`src/cdt_ram.sv`:
```
module cdt_ram #(
	parameter int WIDTH = 9,
	parameter int DEPTH = 256,
	localparam int AW = (DEPTH > 1) ? $clog2(DEPTH) : 1
) (
	input  logic             clk,
	input  logic             wr_en,
	input  logic [AW-1:0]    wr_addr,
	input  logic [WIDTH-1:0] wr_data,
	input  logic [AW-1:0]    rd_addr_a,
	output logic [WIDTH-1:0] rd_data_a,
	input  logic [AW-1:0]    rd_addr_b,
	output logic [WIDTH-1:0] rd_data_b
);

	logic [WIDTH-1:0] mem [DEPTH];

	// One write port and two registered read ports.
	always_ff @(posedge clk) begin
		if (wr_en) begin
			mem[wr_addr] <= wr_data;
		end
		rd_data_a <= mem[rd_addr_a];
		rd_data_b <= mem[rd_addr_b];
	end

endmodule
```
`config.mk`:
```
export PLATFORM = sky130hd
export DESIGN_NAME = cdt_ram
export DESIGN_NICKNAME = d
export VERILOG_FILES = /design/src/cdt_ram.sv
export SDC_FILE = /design/constraint.sdc
export NUM_CORES = 2
export LEC_CHECK = 0
export ABC_AREA = 0
export BUFFER_PORTS_ARGS = -buffer_cell sky130_fd_sc_hd__buf_2
export CORE_AREA = 4 4 444 621
export DETAILED_ROUTE_END_ITERATION = 8
export DIE_AREA = 0 0 448 625
export PLACE_DENSITY = 0.58
export SLEW_MARGIN = 10
export SYNTH_ARGS = -nofsm -noshare
export SYNTH_HDL_FRONTEND = slang
export SYNTH_SLANG_ARGS = --single-unit
export TNS_END_PERCENT = 10
```
`constraint.sdc`:
```
create_clock -name clk -period 4.3 [get_ports clk]
set_clock_uncertainty 0.1 [all_clocks]
set_input_delay 0.215 -clock clk [delete_from_list [all_inputs] [get_ports clk]]
set_output_delay 0.215 -clock clk [all_outputs]
set_load 0.02 [all_outputs]
```
# == Word-level counts from Yosys, hierarchy flattened ==
# Memory sizes are Yosys's and may differ from the RTL's. A register that Yosys moved wholly into a read port is not among the register bits.
# Cells that the tools add are included.
# word_totals
regBits,0
mem_bits_rw,2304
input_bits,35
output_inout_bits,18
elab_cells,3
n_memories,1
# mem_list
memory,depth,word_bits,rd,rd_ports_with_merged_regs,write_ports,line_no,source
mem,256,9,2,2,1,16,logic [WIDTH-1:0] mem [DEPTH];
# op_classes
mux,2
# ops
operator,count
1-bit two-way mux,2

# == Logic depth before layout (Yosys ltp) ==
# logic_depth
depth_word,2
ltp_mapped,12
mapped_depth_nobuf,6

# == Worst setup path before layout ==
# Ideal clock, no wire load.
# synth_timing
kind,input to register
start,input port rd_addr_a[0]
end,"register rd_data_a[0], read port of mem"
t_arrival_ps,2047
required_time_ps,4073
path_slack_ps,2025
cell_stages,9
path_buffers,4
cell_sequence,buf_4 > buf_6 > buf_2 > buf_4 > mux4_2 > a22oi_1 > a21oi_1 > nor4_1 > nor4_1
# synth_rtl
element,line_no,source
"start, declared",10,"input logic [AW-1:0] rd_addr_a,"
"end, declared",11,"output logic [WIDTH-1:0] rd_data_a,"

# == Worst setup path in the final report ==
# layout_timing
start,input port wr_addr[3]
end,memory mem[137][2] (enable)
# layout_rtl
element,line_no,source
"start, declared",8,"input logic [AW-1:0] wr_addr,"
"end, declared",16,
# No word-level cell before the write port.

==> results.json <==
{
  "yosysTopAreaCell": "edfxtp_1",
  "chipWidth_um": 448,
  "ios": 53,
  "overflow": 0,
  "maxSlewHeadroom_pct": 11.64,
  "hold_depth": 3,
  "drive_above_1_share_pct": 31.38,
  "initial_core_util_pct": 39.79,
  "synthDistinctLibCells": 64,
  "yosysSeqAreaShare_pct": 64.65,
  "detail_route.iter0.violations": 8042,
  "synthMostInstantiatedCell": "edfxtp_1",
  "hold_class": "input pin to flip-flop",
  "postCtsResizedCells": 0,
  "vias": 64440,
  "yosys_warnings": 0,
  "fillCellCount": 23130,
  "avgSynthCellArea_um2": 18.68,
  "first_pass_iters": 6,
  "grt_setup_unrepaired": "no",
  "hold_viol": 0,
  "clock-sinks": 2322,
  "p_per_area_nw_per_um2": 402.4,
  "viasPerCell": 6.518,
  "report.final.slew_viol_count": 0,
  "critPathCaptureType": "flip-flop",
  "seqCellArea_um2": 69550,
  "critPathMaxFanout": 10,
  "syn2layout_area_growth_pct": 13.66,
  "status": "finished, final reports clean",
  "io_buffers": 52,
  "period_share_pct": 74.40,
  "cts_root_buf": "clkbuf_16",
  "drt_drc_violations_left": 0,
  "worst_r2r_path_depth": 6,
  "synth.top_cell.area_share_pct": 64.32,
  "grt_pass1_vias": 66000,
  "clkLatencyLatePin_ns": 0.91,
  "p_leak_nw": 38.84,
  "setup_viol": 0,
  "postCtsSetupRepairBufs": 0,
  "gp_congestion": 0.9402,
  "grt_pass1_wl_um": 509800,
  "startpoint_type": "input pin",
  "cp.required_ns": 4.70,
  "ys_seq_elements": 2322,
  "fin_setup_tns_ns": 0,
  "synth_edf_count": 2304,
  "dpl_cell_area_um2": 115000,
  "clkTransAtPathRegs_ns": 0.07,
  "postCtsHoldBufs": 14,
  "fmax_ghz": 0.3126,
  "dp_hpwl_um": 244600,
  "num_rows": 226,
  "irDropWorstVdd_v": 0.0003681,
  "final_nets": 6194,
  "postRouteAntennaNets": 0,
  "syn_nets": 5794,
  "critical_path_arrival_ns": 3.60,
  "period_needed_ns": 3.199,
  "cts.path.max_buffers": 4,
  "synth_area_leaders": "edfxtp_1 (64%), mux4_2 (20%), mux2i_1 (3.1%)",
  "synthTopCellsByCount": "edfxtp_1 (2304), mux4_2 (979), a22oi_1 (407)",
  "worst_slew_pin_slew_ns": 1.313,
  "grt_max_degree": 138,
  "cap_violations": 0,
  "multi_input_area_um2": 35360,
  "place_ws_ns": 0.3579,
  "core_area_um2": 270300,
  "cts-buffers-inserted": 223,
  "wl_per_cell_um": 36.88,
  "finalPower_mw": 49.20,
  "cts_tree": "built",
  "dieArea_um2": 280000,
  "syn-instance-count": 5759,
  "die_h_um": 625,
  "fin_area_um2": 122300,
  "grt.total_usage_pct": 25.73,
  "wl_um": 364600,
  "grt_antenna_before_repair": 32,
  "h-tree-depth": 4,
  "synth_ff_type": "edfxtp_1",
  "worst_slack_ns": 1.101,
  "synthArstFlopShare_pct": 0,
  "hold_slack_ns": 0.07266,
  "synthesis.area_um2": 107600,
  "path_class": "input pin to flip-flop"
}
metrics by stage:
stage | cells | util [%]
detailed placement | 9454 | 42.54
floorplan | 5759 | -
global route | 9871 | 45.22
CTS | 9869 | 45.21
global placement | 9453 | 42.54
finish | 9886 | 45.23
worst max-delay path: stages:
cell and delay (ns):
dlygate4sd3_1 0.59, buf_2 0.24, nor2b_1 0.59, nand3_2 0.79
nor2_1 1.16
final timing paths:
| check | slack, ns | to | start |
|---|---|---|---|
| setup / recovery | 1.10 | mem[137][2] | wr_addr[3] |
| hold / removal | 0.07 | mem[57][8] | wr_addr[4] |
| setup reg to reg | 1.24 | rd_data_a[4] | mem[82][4] |
| hold reg to reg | 0.84 | rd_data_a[4] | mem[189][4] |
flip-flops by register name (all words and copies together) (netlist names):
register   flops
mem         2304
rd_data_b      9
rd_data_a      9
routing by layer:
layer	share of wire [%]	GRT usage [%]
met5	0.0058	0
met4	6.8	14.63
met3	8.2	4.012
met2	49	42.59
met1	36	32.28
power breakdown:
group          switching, mW  total (mW)  internal, mW
Sequential             0.120        25.1          24.9
Combinational           2.77        4.37          1.60
Clock                   8.75        19.8          11.0
cells by family (layout without fill, tap and decap cells):
| group | after synthesis | in the layout | synth area share (%) |
|---|---|---|---|
| flops | 2322 | 2322 | 64.65 |
| mux | 1320 | 1320 | 23.68 |
| compound gates | 947 | 947 | 6.193 |
| simple gates | 678 | 678 | 2.857 |
| other cells | 0 | 17 | 0 |
| buf+inv | 492 | 1068 | 2.622 |
placed cells by master (no fill, tap or decap), types with 47 or more instances in the layout:
master,synthesis,layout
buf_12,9,64
nor2_1,322,316
mux4_2,979,979
nand2_1,122,122
nor3_1,48,48
o221ai_1,65,65
o21ai_0,76,76
mux2i_1,334,334
clkinv_2,0,49
clkbuf_1,225,47
clkbuf_16,0,226
buf_4,79,530
a21oi_1,184,184
edfxtp_1,2304,2304
a22oi_1,407,407
layout make-up:
cell class | instances | share of cell area [%]
Clock inverter | 123 | 0.9640
Antenna cell | 17 | 0.03479
Inverter | 6 | 0.01842
Clock buffer | 278 | 4.826
Tap cell | 3534 | 3.616
Sequential cell | 2322 | 56.88
Multi-Input combinational cell | 2945 | 28.92
Timing Repair Buffer | 661 | 4.739
No activity file was read; power rests on OpenSTA's default activity.
